$ cat config.mk
export PLATFORM = sky130hd
export DESIGN_NAME = dbh_div
export DESIGN_NICKNAME = d
export VERILOG_FILES = /design/src/rtl/dbh_pkg.sv /design/src/rtl/dbh_div.sv
export SDC_FILE = /design/constraint.sdc
export NUM_CORES = 1
export LEC_CHECK = 0
export BUFFER_PORTS_ARGS = -buffer_cell sky130_fd_sc_hd__buf_2
export CAP_MARGIN = 10
export CORE_MARGIN = 2
export CORE_UTILIZATION = 40
export DETAILED_ROUTE_END_ITERATION = 8
export PLACE_DENSITY_LB_ADDON = 0.05
export SYNTH_ARGS = -nofsm -noshare
export SYNTH_HDL_FRONTEND = slang
export SYNTH_SLANG_ARGS = --single-unit
export TNS_END_PERCENT = 30
$ cat constraint.sdc
create_clock -name clk -period 35.3 [get_ports clk]
set_input_delay 7.06 -clock clk [delete_from_list [all_inputs] [get_ports clk]]
set_output_delay 7.06 -clock clk [all_outputs]
set_load 0.1 [all_outputs]
$ cat src/rtl/dbh_pkg.sv
// ----------------------------------------------------------------------------
// dbh_pkg
// Shared types, constants and fixed-point helpers of the damped BFGS block.
// ----------------------------------------------------------------------------
package dbh_pkg;

  localparam int MAX_VARS  = 32;
  localparam int IDX_W     = $clog2(MAX_VARS);
  localparam int CNT_W     = $clog2(MAX_VARS + 1);
  localparam int FRAC_BITS = 16;
  localparam int H_DEPTH   = MAX_VARS * MAX_VARS;
  localparam int H_AW      = 2 * IDX_W;
  localparam int VAL_W     = 32;
  localparam int ACC_W     = 56;
  localparam int MA_W      = 34;
  localparam int PROD_W    = MA_W + VAL_W;
  localparam int DIV_NUM_W = 64;
  localparam int DIV_DEN_W = 40;
  localparam int DIV_CNT_W = 7;
  localparam int CFG_W     = 6;
  localparam int CMD_W     = 3;
  localparam int IN_W      = 144;
  localparam int OUT_W     = 40;

  localparam logic signed [VAL_W-1:0] Q_ONE   = VAL_W'(64'd1 << FRAC_BITS);
  localparam logic signed [VAL_W-1:0] VAL_MAX = 32'sh7FFFFFFF;
  localparam logic signed [VAL_W-1:0] VAL_MIN = 32'sh80000000;
  localparam logic signed [ACC_W-1:0] ACC_MAX32 = ACC_W'(64'sh000000007FFFFFFF);
  localparam logic signed [ACC_W-1:0] ACC_MIN32 = ACC_W'(-64'sh0000000080000000);

  typedef enum logic [CMD_W-1:0] {
    CMD_CLEAR  = 3'd0,
    CMD_VAR    = 3'd1,
    CMD_JAC    = 3'd2,
    CMD_UPDATE = 3'd3,
    CMD_READ   = 3'd4
  } cmd_t;

  typedef enum logic [2:0] {
    K_QS,
    K_HROW,
    K_SHS,
    K_QQ,
    K_QS2
  } dot_kind_t;

  typedef enum logic [4:0] {
    ST_INIT,
    ST_IDLE,
    ST_EXEC,
    ST_JSUB,
    ST_JMUL,
    ST_JACC,
    ST_RD_ISSUE,
    ST_RESP,
    ST_U_START,
    ST_DOT_ISSUE,
    ST_DOT_MUL,
    ST_DOT_ACC,
    ST_DOT_END,
    ST_RS_GO,
    ST_RS_WAIT,
    ST_RS_WR,
    ST_DP_CHECK,
    ST_DP_GO,
    ST_DP_WAIT,
    ST_DP_M1,
    ST_DP_M2,
    ST_DP_SUM,
    ST_UP_ROW,
    ST_UP_M1,
    ST_UP_D1,
    ST_UP_W1,
    ST_UP_M2,
    ST_UP_D2,
    ST_UP_W2,
    ST_UP_WR
  } state_t;

  typedef struct packed {
    logic                 start;
    logic [DIV_NUM_W-1:0] num;
    logic [DIV_DEN_W-1:0] den;
  } div_req_t;

  typedef struct packed {
    logic             done;
    logic             busy;
    logic [VAL_W-1:0] quot;
    logic             sat;
  } div_rsp_t;

  function automatic logic signed [VAL_W-1:0] sat32(input logic signed [ACC_W-1:0] v);
    if (v > ACC_MAX32) begin
      return VAL_MAX;
    end else if (v < ACC_MIN32) begin
      return VAL_MIN;
    end
    return v[VAL_W-1:0];
  endfunction

  function automatic logic ovf32(input logic signed [ACC_W-1:0] v);
    return (v > ACC_MAX32) || (v < ACC_MIN32);
  endfunction

  // floor shift of a product back to the value scale
  function automatic logic signed [ACC_W-1:0] asr_q(input logic signed [PROD_W-1:0] p);
    logic signed [PROD_W-1:0] t;
    t = p >>> FRAC_BITS;
    return t[ACC_W-1:0];
  endfunction

endpackage

$ cat src/rtl/dbh_div.sv
// ----------------------------------------------------------------------------
// dbh_div
// Radix-2 restoring divider, one quotient bit per cycle, clamped to 32 bits.
// ----------------------------------------------------------------------------
module dbh_div import dbh_pkg::*; (
  input  logic     clk,
  input  logic     rst,
  input  div_req_t req,
  output div_rsp_t rsp
);

  logic                 busy;
  logic                 done;
  logic                 sat;
  logic [VAL_W-1:0]     quot;
  logic [DIV_CNT_W-1:0] cnt;
  logic [DIV_NUM_W-1:0] un;
  logic [DIV_DEN_W:0]   ud;
  logic [DIV_DEN_W:0]   rem;
  logic [DIV_NUM_W-1:0] qt;
  logic                 neg;
  logic [DIV_DEN_W:0]   rem_sh;
  logic                 fits;

  assign rem_sh = {rem[DIV_DEN_W-1:0], un[DIV_NUM_W-1]};
  assign fits   = rem_sh >= ud;

  always_ff @(posedge clk) begin
    if (rst) begin
      busy <= 1'b0;
      done <= 1'b0;
    end else begin
      done <= 1'b0;
      if (req.start) begin
        if (req.den == '0) begin
          done <= 1'b1;
          sat  <= 1'b1;
          quot <= req.num[DIV_NUM_W-1] ? VAL_MIN : VAL_MAX;
        end else begin
          busy <= 1'b1;
          cnt  <= DIV_CNT_W'(DIV_NUM_W);
          neg  <= req.num[DIV_NUM_W-1] ^ req.den[DIV_DEN_W-1];
          un   <= req.num[DIV_NUM_W-1] ? (~req.num + 1'b1) : req.num;
          ud   <= {1'b0, req.den[DIV_DEN_W-1] ? (~req.den + 1'b1) : req.den};
          rem  <= '0;
          qt   <= '0;
        end
      end else if (busy) begin
        if (cnt != '0) begin
          cnt <= cnt - 1'b1;
          un  <= {un[DIV_NUM_W-2:0], 1'b0};
          rem <= fits ? (rem_sh - ud) : rem_sh;
          qt  <= {qt[DIV_NUM_W-2:0], fits};
        end else begin
          busy <= 1'b0;
          done <= 1'b1;
          if (!neg) begin
            if (qt > DIV_NUM_W'(64'h7FFFFFFF)) begin
              sat  <= 1'b1;
              quot <= VAL_MAX;
            end else begin
              sat  <= 1'b0;
              quot <= qt[VAL_W-1:0];
            end
          end else if (qt > DIV_NUM_W'(64'h80000000)) begin
            sat  <= 1'b1;
            quot <= VAL_MIN;
          end else begin
            sat  <= 1'b0;
            quot <= ~qt[VAL_W-1:0] + 1'b1;
          end
        end
      end
    end
  end

  assign rsp.done = done;
  assign rsp.busy = busy;
  assign rsp.quot = quot;
  assign rsp.sat  = sat;

endmodule

# == After elaboration in Yosys (flattened, before gate mapping) ==
# Index checks and enable logic that the tools add are counted.
# Widths: inputs -> output; s select.
# word_totals
register_bits,251
in_bits,107
out_inout_bits,35
elab_cells,77
# classes
addsub,5
order_cmp,3
eq_ne,3
mux,42
n_bitwise,6
n_reduce_logical,7
# ops
operator,n
$mux 64,9
$mux 32,8
$mux 40,5
$add 64x1->64 const B,1
$gt 64x31->1 const B,1
$gt 64x32->1 const B,1
$not 64->64,1
$ge 41x40->1,1
$add 40x1->40 const B,1
$logic_not 40->1,1
$not 40->40,1
$sub 40x40->40,1
$mux 39,1
$add 32x1->32 const B,1
$not 32->32,1
$mux 7,4
$mux 1,15
$reduce_and 4->1,2
$reduce_bool 7->1,1
$sub 7x1->7 const B,1
$ne 2x2->1 const B,2
$reduce_bool 2->1,2
$reduce_and 3->1,1
$ne 2x1->1 const B,1
other kinds (2),3

# == Longest topological paths before layout ==
# Gate-level depths: netlist (run 1).
# logic_depth
ltp_word,7
ltp_mapped,14
mapped_depth_nobuf,12

# == Worst setup path before layout (run 1) ==
# OpenSTA, ideal clock, no wires.
# synth_timing
kind,input-to-reg
start,input port req[0] (netlist name)
end,"register cnt[0], enable pin"
setup_time_ns,0.770
arrival_time_ns,16.370
required_time_ns,34.530
slack_ns,18.161
stages,9
n_path_buf,1
cell_sequence,inv_1 -> ha_1 -> nand2_1 -> or3_1 -> or2_2 -> or3_1 -> clkbuf_1 -> o21ai_0 -> a21oi_1
# synth_between
elab_chain_cells,3
# synth_lines
item,line,text
"start, declared",dbh_div.sv:8,"input div_req_t req,"
$logic_not 40->1,dbh_div.sv:35,if (req.den == '0) begin
$ne 2x2->1 (no source line),n/a,
$reduce_and 4->1 (no source line),n/a,
"end signal, assigned",dbh_div.sv:41,cnt <= DIV_CNT_W'(DIV_NUM_W);
"end signal, assigned",dbh_div.sv:50,cnt <= cnt - 1'b1;
"end, declared",dbh_div.sv:16,logic [DIV_CNT_W-1:0] cnt;
# No other way between the ends.
# A chain may end at the register's enable or synchronous reset.

# == Worst setup path after layout (run 1) ==
# layout_timing
start,input port req[17] (netlist name)
end,"register cnt[3], enable pin"
# Same word-level chain as after synthesis.

==> results.sh, run 1 <==
export IMPL_area_growth_pct=14.3
export IMPL_multiInputGateArea_mm2=0.00729
export IMPL_grtUsageMet2_pct=28.8
export IMPL_fin_util_pct=46.4
export IMPL_die_y_um=200
export IMPL_crit_chain="buf_2 -> or4_1 -> nor4_1 -> nand2b_1 -> nor2_1 -> nand3_1 -> or2_2 -> or3_1 -> o21ai_0 -> a21oi_4 -> buf_4 -> buf_4"
export IMPL_rows=71
export IMPL_cts_buffers_inserted=30
export IMPL_worstSetupEndpointType="flip-flop"
export IMPL_min_path_cells=2
export IMPL_required_ns=35.50
export IMPL_syn_inst=1509
export IMPL_synth_area_per_cell_um2=10.1
export IMPL_rsz0062_at_grt="no"
export IMPL_drive_gt1_share_pct=15.4
export IMPL_synth_seq_cells=251
export IMPL_vias_per_cell=5.45
export IMPL_worstSetupPathType="in2reg"
export IMPL_synth_area_top_cells="edfxtp_1 (49%), a21oi_1 (4.1%), xnor2_1 (3.9%)"
export IMPL_gr_total_overflow=0
export IMPL_port_buffers=141
export IMPL_drv_cap=0
export IMPL_final_setup_tns_ns=0
export IMPL_cts_resized=0
export IMPL_route_detailed_drc=0
export IMPL_synth_edff_count=249
export IMPL_dieArea_mm2=0.0399
export IMPL_antenna_found_initial=3
export IMPL_core_mm2=0.0377
export IMPL_slew_headroom_pct=29.8
export IMPL_fin_cells=2159
export IMPL_synth_flop_cell="edfxtp_1"
export IMPL_grt_start_max_net_pins=98
export IMPL_peakVddDrop_mv=0.0303
export IMPL_syn_area_mm2=0.0153
export IMPL_crit_fanout=68
export IMPL_postRouteWirelength_um=37600
export IMPL_io_pins=142
export IMPL_ys_seq_area_share_pct=49.1
export IMPL_finalNetCount=1776
export IMPL_tritoncts="done"
export IMPL_startpoint_type="primary input"
export IMPL_worstMarginPinSlew_ns=1.04
export IMPL_clock_sinks=251
export IMPL_cp_arrival_ns=10.98
export IMPL_slowest_stage="o21ai_0"
export IMPL_fmax_mhz=92.8
export IMPL_met1_usage_pct=28.4
export IMPL_fill_cells=3672
export IMPL_ys_types=74
export IMPL_worst_r2r_path_depth=12
export IMPL_grt_util_met3_pct=3.11
export IMPL_gp_congestion=0.928
export IMPL_finalHoldViolCount=0
export IMPL_firstDrtPassIters=6
export IMPL_seq_area_mm2=0.00752
export IMPL_ctsRootBufferMaster="clkbuf_16"
export IMPL_cts_setup_buffers=0
export IMPL_yosysTopAreaCell="edfxtp_1"
export IMPL_status="finished clean"
export IMPL_drtIter0Drc=774
export IMPL_post_place_cells=2102
export IMPL_cts_buffer_depth=3
export IMPL_fin_crit_sh_pct=30.5
export IMPL_cp_common_cell="buf_4"
export IMPL_finClkSkew_ns=0.0116
export IMPL_syn_num_nets=1662
export IMPL_ys_async_sr_fraction_pct=0
export IMPL_grt_busiest_layer="met2"
export IMPL_clkSlewWorstSetupHoldPaths_ns=0.06
export IMPL_slew_viol_final=0
export IMPL_min_period_ns=10.78
export IMPL_powerDensity_mw_per_mm2=46.8
export IMPL_h_tree_depth=1
export IMPL_cpPeakStageDelay_ns=0.62
export IMPL_synth_commonest_cells="edfxtp_1 (249), nor2_1 (160), a21oi_1 (126)"
export IMPL_grt_pass1_vias=11300
export IMPL_clock_latency_ns=0.56
export IMPL_synth_warnings=0
export IMPL_start_util_pct=40.6
export IMPL_power_leakage_nw=6.42
export IMPL_ant_nets=0
export IMPL_dp_hpwl_um=26200
export IMPL_synth_most_common_cell="edfxtp_1"
export IMPL_setup_viol=0
export IMPL_grtUsageTotal_pct=19.0
export IMPL_cts_hold_fix_buffers=0
export IMPL_hold_path_class="reg2reg"
export IMPL_wire_per_inst_um=17.4
export IMPL_grt_pass1_wl_um=60500
export IMPL_die_w_um=200
export IMPL_num_vias=11800
export IMPL_yosysTopAreaCellShare_pct=48.8
[layout make-up]
type	count	share of cell area [%]
tap	511	3.65
clock inverter	15	0.722
sequential	251	43.0
multi-input combinational	1120	41.7
inverter	65	1.39
clock buffer	41	4.88
timing repair buffer	155	4.67
antenna	1	0.0143
[state kept, by name (all words and copies together), names as in the netlist]
signal and count:
busy 1, neg 1, un 64, ud 40
qt 64, sat 1, cnt 7, quot 32
rem 40, done 1
[power by group]
| group | switching (mW) | internal [mW] | leakage [nW] | total, mW |
|---|---|---|---|---|
| logic | 0.0923 | 0.0604 | 3.57 | 0.153 |
| registers | 0.00922 | 0.353 | 2.37 | 0.362 |
| clock network | 0.121 | 0.182 | 0.474 | 0.304 |
[final timing paths]
path	end	start	slack, ns
setup / recovery	cnt[3]	req[17]	24.52
hold / removal	busy	busy	0.53
setup reg to reg	quot[17]	qt[0]	30.60
hold reg to reg	busy	busy	0.53
[kinds of logic (layout without fill, tap and decap cells)]
logic type                 Yosys count  after routing  share of synthesized area, %
buffers and inverters              138            276                          3.53
and+or+nand+nor                    522            522                          17.7
AOI/OAI and AO/OA                  377            377                          15.5
muxes                               39             39                          2.67
xor gates and xnor gates           136            136                          7.78
DFF                                251            251                          49.1
other                                0              1                             0
adders and majority gates           46             46                          3.81
[metrics by stage]
stage | hold slack, ns | cell area [um2] | worst slack [ns] | power (mW)
global placement | 0.516 | 16500 | 24.05 | 0.519
detailed placement | 0.520 | 16500 | 23.92 | 0.520
floorplan | 0.474 | 15300 | 18.16 | 0.479
CTS | 0.532 | 17500 | 24.53 | 0.828
global route | 0.567 | 17500 | 24.14 | 0.860
finish | 0.525 | 17500 | 24.52 | 0.818
[routing by layer]
metal  wire, um  vias to the layer above
met5         21                        -
met4        614                        4
met3       1790                       44
met2      16200                      250
met1      19000                     5659
li1           -                     5820
[worst max-delay path: cells and delay by family]
kind	cells	cell delay (ns)
AND/OR/NAND/NOR	7	2.14
buffers and inverters	3	0.98
AO/OA/AOI/OAI	2	0.71
[cell usage in the layout (no fill, tap or decap), types with 28 or more instances in the layout]
cell,Yosys,final
a21oi_1,126,125
buf_2,6,140
clkbuf_16,0,31
edfxtp_1,249,249
ha_1,45,45
inv_1,63,63
nand2_1,96,96
nor2_1,160,157
nor2b_1,68,68
o21ai_0,81,81
o31ai_1,28,28
xnor2_1,69,69
xor2_1,67,67
Note: power is estimated with default switching activity, not from simulation.
==> inputs of run 2 (changes only) <==
- clock period: 35.3 -> 9.2 ns (I/O delays scaled with it)
==> run 2 against run 1 <==
  * Setup slack got worse by 21 ns
  * Non-clock buffer count decreased by 1
  * Count of clock-buffer cells in the layout fell by 4
  * Critical endpoint is now un[18]
  * Clock power rose to 3.7 times the previous value
  * Flip-flop and latch count did not move
  * Wire length fell by 0.19%
  * Highest routed layer unchanged
==> results.sh, run 2 (synthesis results as in run 1) <==
export IMPL_cpPeakStageDelay_ns=0.63
export IMPL_cts_resized=0
export IMPL_io_pins=142
export IMPL_layout_common_cells="edfxtp_1 (249), nor2_1 (157), buf_2 (140)"
export IMPL_powerDensity_mw_per_mm2=177
export IMPL_required_ns=9.38
export IMPL_worstMarginPinSlew_ns=1.15
export IMPL_area_growth_pct=13.7
export IMPL_crit_buf_inv=2
export IMPL_rsz0062_at_grt="no"
export IMPL_dp_hpwl_um=26400
export IMPL_port_buffers=141
export IMPL_cts_buffer_depth=3
export IMPL_status="finished clean"
export IMPL_fmax_mhz=182
export IMPL_drv_cap=0
export IMPL_worstSetupEndpointType="flip-flop"
export IMPL_firstDrtPassIters=5
export IMPL_grt_pass1_wl_um=60200
export IMPL_h_tree_depth=1
export IMPL_cts_hold_fix_buffers=0
export IMPL_final_common_cell="edfxtp_1"
export IMPL_slew_viol_final=0
export IMPL_layout_top_registers="qt (64), un (64)"
export IMPL_fin_util_pct=46.2
export IMPL_post_place_cells=2100
export IMPL_finClkSkew_ns=0.0140
export IMPL_r2r_end="rem[5]"
export IMPL_final_setup_tns_ns=0
export IMPL_slew_headroom_pct=23.2
export IMPL_multiInputGateArea_mm2=0.00729
export IMPL_peakVddDrop_mv=0.156
export IMPL_rows=71
export IMPL_seq_area_mm2=0.00752
export IMPL_finalNetCount=1774
export IMPL_antenna_cells=0
export IMPL_clock_latency_ns=0.57
export IMPL_gp_congestion=0.877
export IMPL_ant_nets=0
export IMPL_cp_top_family="simple AND/OR/NAND/NOR gates"
export IMPL_min_period_ns=5.48
export IMPL_wire_per_inst_um=17.5
export IMPL_core_mm2=0.0377
export IMPL_worstSetupPathType="in2reg"
export IMPL_vias_per_cell=5.45
export IMPL_drive_gt1_share_pct=14.9
export IMPL_die_y_um=200
export IMPL_crit_fanout=80
export IMPL_finalHoldViolCount=0
export IMPL_route_detailed_drc=0
export IMPL_grt_start_max_net_pins=99
export IMPL_grt_pass1_vias=11300
export IMPL_setup_viol=0
export IMPL_worstSetupStartpoint="req[17]"
export IMPL_crit_path_end="un[18]"
export IMPL_power_leakage_nw=6.38
export IMPL_tritoncts="done"
export IMPL_fin_cells=2150
export IMPL_die_w_um=200
export IMPL_cp_arrival_ns=5.66
export IMPL_crit_chain="buf_2 -> or4_1 -> nor4_1 -> nand2b_1 -> nor2_1 -> nand3_1 -> or2_2 -> or3_1 -> o21ai_0 -> a21oi_4 -> buf_4"
export IMPL_fill_cells=3635
export IMPL_r2r_slack_ns=4.45
export IMPL_postRouteWirelength_um=37500
export IMPL_antenna_found_initial=1
export IMPL_crit_cells=11
export IMPL_fin_crit_sh_pct=59.6
export IMPL_rr_startpoint="ud[1]"
export IMPL_cts_setup_buffers=0
export IMPL_worst_r2r_path_depth=12
export IMPL_drtIter0Drc=820
export IMPL_startpoint_type="primary input"
export IMPL_num_vias=11700
export IMPL_gr_total_overflow=0
export IMPL_start_util_pct=40.6
export IMPL_hold_path_class="reg2reg"
export IMPL_slowest_stage="o21ai_0"
export IMPL_grtUsageTotal_pct=18.9
export IMPL_clkSlewWorstSetupHoldPaths_ns=0.06
export IMPL_dieArea_mm2=0.0399
export IMPL_cts_buffers_inserted=29
export IMPL_clock_sinks=251
export IMPL_ctsRootBufferMaster="clkbuf_16"
## run 2: changes by cell type in the layout (fill, tap and decap cells not counted), moves of 2 or more
cell	previous run	this run
clkinvlp_4	3	0
clkinv_2	5	3
clkbuf_16	31	29
clkbuf_8	4	0
buf_4	14	12
clkbuf_1	6	8
## run 2: worst register-to-register path, delay by kind of cell, from the launching register on
family / cells / cell delay, ns
DFF: 1 / 0.41
muxes: 1 / 0.28
and+or+nand+nor: 2 / 0.24
AOI/OAI and AO/OA: 6 / 2.64
adders and majority gates: 1 / 0.28
buffers and inverters: 2 / 0.61
## run 2: final cells by class
cell class,instances,area share [%]
flip-flops and latches,251,43.2
repair buffers,154,4.77
clock inverters,12,0.733
well taps,511,3.67
multi-input cells,1120,41.9
inverters,65,1.40
clock buffers,37,4.34
## run 2: metal layers
metal / GRT usage [%] / part of all wire, % / routed length, um
met2: 28.0 / 42 / 15900
met4: 5.29 / 2.1 / 777
met1: 29.0 / 50 / 18900
met5: 0 / 0.032 / 12
met3: 2.23 / 5.2 / 1940
## run 2: power by group
| part | switching (mW) | internal (mW) | leakage (nW) | total (mW) |
|---|---|---|---|---|
| sequential | 0.0331 | 1.35 | 2.37 | 1.39 |
| clock | 0.472 | 0.635 | 0.432 | 1.11 |
| combinational | 0.359 | 0.234 | 3.57 | 0.593 |
| total | 0.865 | 2.22 | 6.38 | 3.09 |
## run 2: worst min path at each step
| stage | start | endpoint | slack [ns] | cells after the start |
|---|---|---|---|---|
| floorplan | busy | busy | 0.47 | 2 |
| detailed placement | busy | busy | 0.51 | 2 |
| CTS | busy | busy | 0.52 | 2 |
| global route | busy | busy | 0.56 | 2 |
| finish | busy | busy | 0.52 | 2 |
| global placement | busy | busy | 0.52 | 2 |
## run 2: through the flow
stage / power (mW) / hold slack, ns / setup slack (ns) / area, um2
2_1_floorplan: 1.83 / 0.474 / 0.725 / 15300
3_3_place_gp: 2.00 / 0.520 / 3.23 / 16500
3_5_place_dp: 2.00 / 0.507 / 3.12 / 16500
4_1_cts: 3.12 / 0.517 / 3.72 / 17400
5_1_grt: 3.24 / 0.557 / 3.43 / 17400
6_report: 3.09 / 0.516 / 3.72 / 17400
==> inputs of run 3 (changes only) <==
- clock period: 9.2 -> 4.85 ns (I/O delays scaled with it)
==> run 3 against run 2 <==
  * Cell count is 0.56% higher
  * Via count increased by 0.84%
  * Register-to-register slack got worse by 3.6 ns
  * Global-route usage rose by 0.28 points
  * Highest routed layer is now met4
  * First-iteration DRC count down 10%
  * Clock power up 100%
  * Non-clock buffer count grew 8
  * Flip-flop and latch count unchanged
  * Total power increased by 95%
  * Combinational power rose by 89%
  * Cell area rose by 1.1%
==> results.sh, run 3 (synthesis results as in run 1) <==
export IMPL_required_ns=5.21
export IMPL_dp_hpwl_um=26700
export IMPL_io_pins=142
export IMPL_status="finished clean"
export IMPL_cp_arrival_ns=4.34
export IMPL_antenna_cells=0
export IMPL_port_buffers=141
export IMPL_cts_setup_buffers=0
export IMPL_finClkSkew_ns=0.0148
export IMPL_fin_crit_sh_pct=82.0
export IMPL_crit_chain="inv_1 -> ha_1 -> nor2b_1 -> o2111ai_1 -> a311oi_1 -> o211ai_1 -> a2111oi_2 -> o21ai_1 -> o21ai_4 -> buf_4 -> nor2_1 -> a211oi_1"
export IMPL_crit_fanout=20
export IMPL_grt_pass1_vias=11300
export IMPL_cp_top_family="compound AO/OA/AOI/OAI gates"
export IMPL_wire_per_inst_um=17.5
export IMPL_grt_start_max_net_pins=93
export IMPL_cts_hold_fix_buffers=0
export IMPL_grt_pass1_wl_um=61100
export IMPL_dieArea_mm2=0.0399
export IMPL_grtUsageTotal_pct=19.2
export IMPL_setup_viol=0
export IMPL_crit_buf_inv=2
export IMPL_cts_buffer_depth=3
export IMPL_worstMarginPinSlew_ns=0.794
export IMPL_worstSetupPathType="reg2reg"
export IMPL_final_setup_tns_ns=0
export IMPL_clkSlewWorstSetupHoldPaths_ns=0.06
export IMPL_worstSetupEndpointType="flip-flop"
export IMPL_final_area_mm2=0.0176
export IMPL_gr_total_overflow=0
export IMPL_finalHoldViolCount=0
export IMPL_antenna_found_initial=0
export IMPL_peakVddDrop_mv=0.258
export IMPL_clock_sinks=251
export IMPL_h_tree_depth=1
export IMPL_rsz0062_at_grt="no"
export IMPL_ctsRootBufferMaster="clkbuf_16"
export IMPL_area_growth_pct=15.0
export IMPL_layout_top_registers="qt (64), un (64)"
export IMPL_route_detailed_drc=0
export IMPL_drv_cap=0
export IMPL_core_mm2=0.0377
export IMPL_fmax_mhz=252
export IMPL_firstDrtPassIters=5
export IMPL_drive_gt1_share_pct=15.9
export IMPL_slowest_stage="a2111oi_2"
export IMPL_tritoncts="done"
export IMPL_power_leakage_nw=6.45
export IMPL_powerDensity_mw_per_mm2=341
export IMPL_die_y_um=200
export IMPL_start_util_pct=40.6
export IMPL_slew_viol_final=0
export IMPL_finalNetCount=1782
export IMPL_layout_common_cells="edfxtp_1 (249), nor2_1 (157), buf_2 (140)"
export IMPL_cpPeakStageDelay_ns=0.72
export IMPL_hold_path_class="reg2reg"
export IMPL_gp_congestion=0.890
export IMPL_vias_per_cell=5.47
export IMPL_final_common_cell="edfxtp_1"
export IMPL_die_w_um=200
export IMPL_post_dp_cell_area_mm2=0.0166
export IMPL_clock_latency_ns=0.57
export IMPL_slew_headroom_pct=47.0
export IMPL_rows=71
export IMPL_postRouteWirelength_um=37900
export IMPL_drtIter0Drc=737
export IMPL_startpoint_type="flip-flop"
export IMPL_num_vias=11800
export IMPL_cts_resized=0
export IMPL_cts_buffers_inserted=29
export IMPL_ant_nets=0
export IMPL_min_period_ns=3.98
-- run 3: changes by cell type in the layout (fill, tap and decap cells not counted), sizes merged --
cell      delta
buf          +8
clkbuf       -4
bufinv       +3
clkinv       +3
clkinvlp     +3
inv          -1
-- run 3: power by group --
part / leakage, nW / switching, mW / internal [mW]
registers: 2.37 / 0.0673 / 2.57
logic: 3.62 / 0.674 / 0.451
clock network: 0.460 / 0.899 / 1.35
total: 6.45 / 1.64 / 4.37
-- run 3: final timing paths --
path                             from       to  slack (ns)  cells after the start
worst max-delay path            ud[1]  rem[31]        0.87                     12
worst min-delay path             busy     busy        0.52                      2
worst max register to register  ud[1]  rem[31]        0.87                     12
worst min register to register   busy     busy        0.52                      2
-- run 3: through the flow --
step	power, mW	cells	hold WS, ns	utilization [%]	setup slack (ns)
floorplan	3.47	1509	0.474	-	-0.256
detailed placement	3.80	2109	0.507	44.2	0.499
global placement	3.79	2109	0.520	44.2	0.561
global route	6.32	2162	0.558	46.7	0.618
finish	6.01	2162	0.523	46.7	0.875
CTS	6.09	2162	0.518	46.7	0.924
-- run 3: metal layers --
| metal | vias up | routed length, um | global-route usage (%) |
|---|---|---|---|
| li1 | 5830 | - | - |
| met1 | 5687 | 19600 | 29.8 |
| met2 | 261 | 16000 | 28.4 |
| met3 | 39 | 1850 | 2.50 |
| met4 | 0 | 510 | 4.17 |
| met5 | - | 0 | 0 |
-- run 3: layout make-up --
type,count,area (um2)
multi-input combinational,1120,7330
inverter,65,246
fill,3633,20100
tap,511,639
clock inverter,20,225
sequential,251,7520
timing repair buffer,162,907
clock buffer,33,741
-- run 3: worst min-delay path, stage by stage, from the launching register on --
cell and delay, ns:
dfxtp_1 0.33, o21ai_0 0.07, a21oi_1 0.07
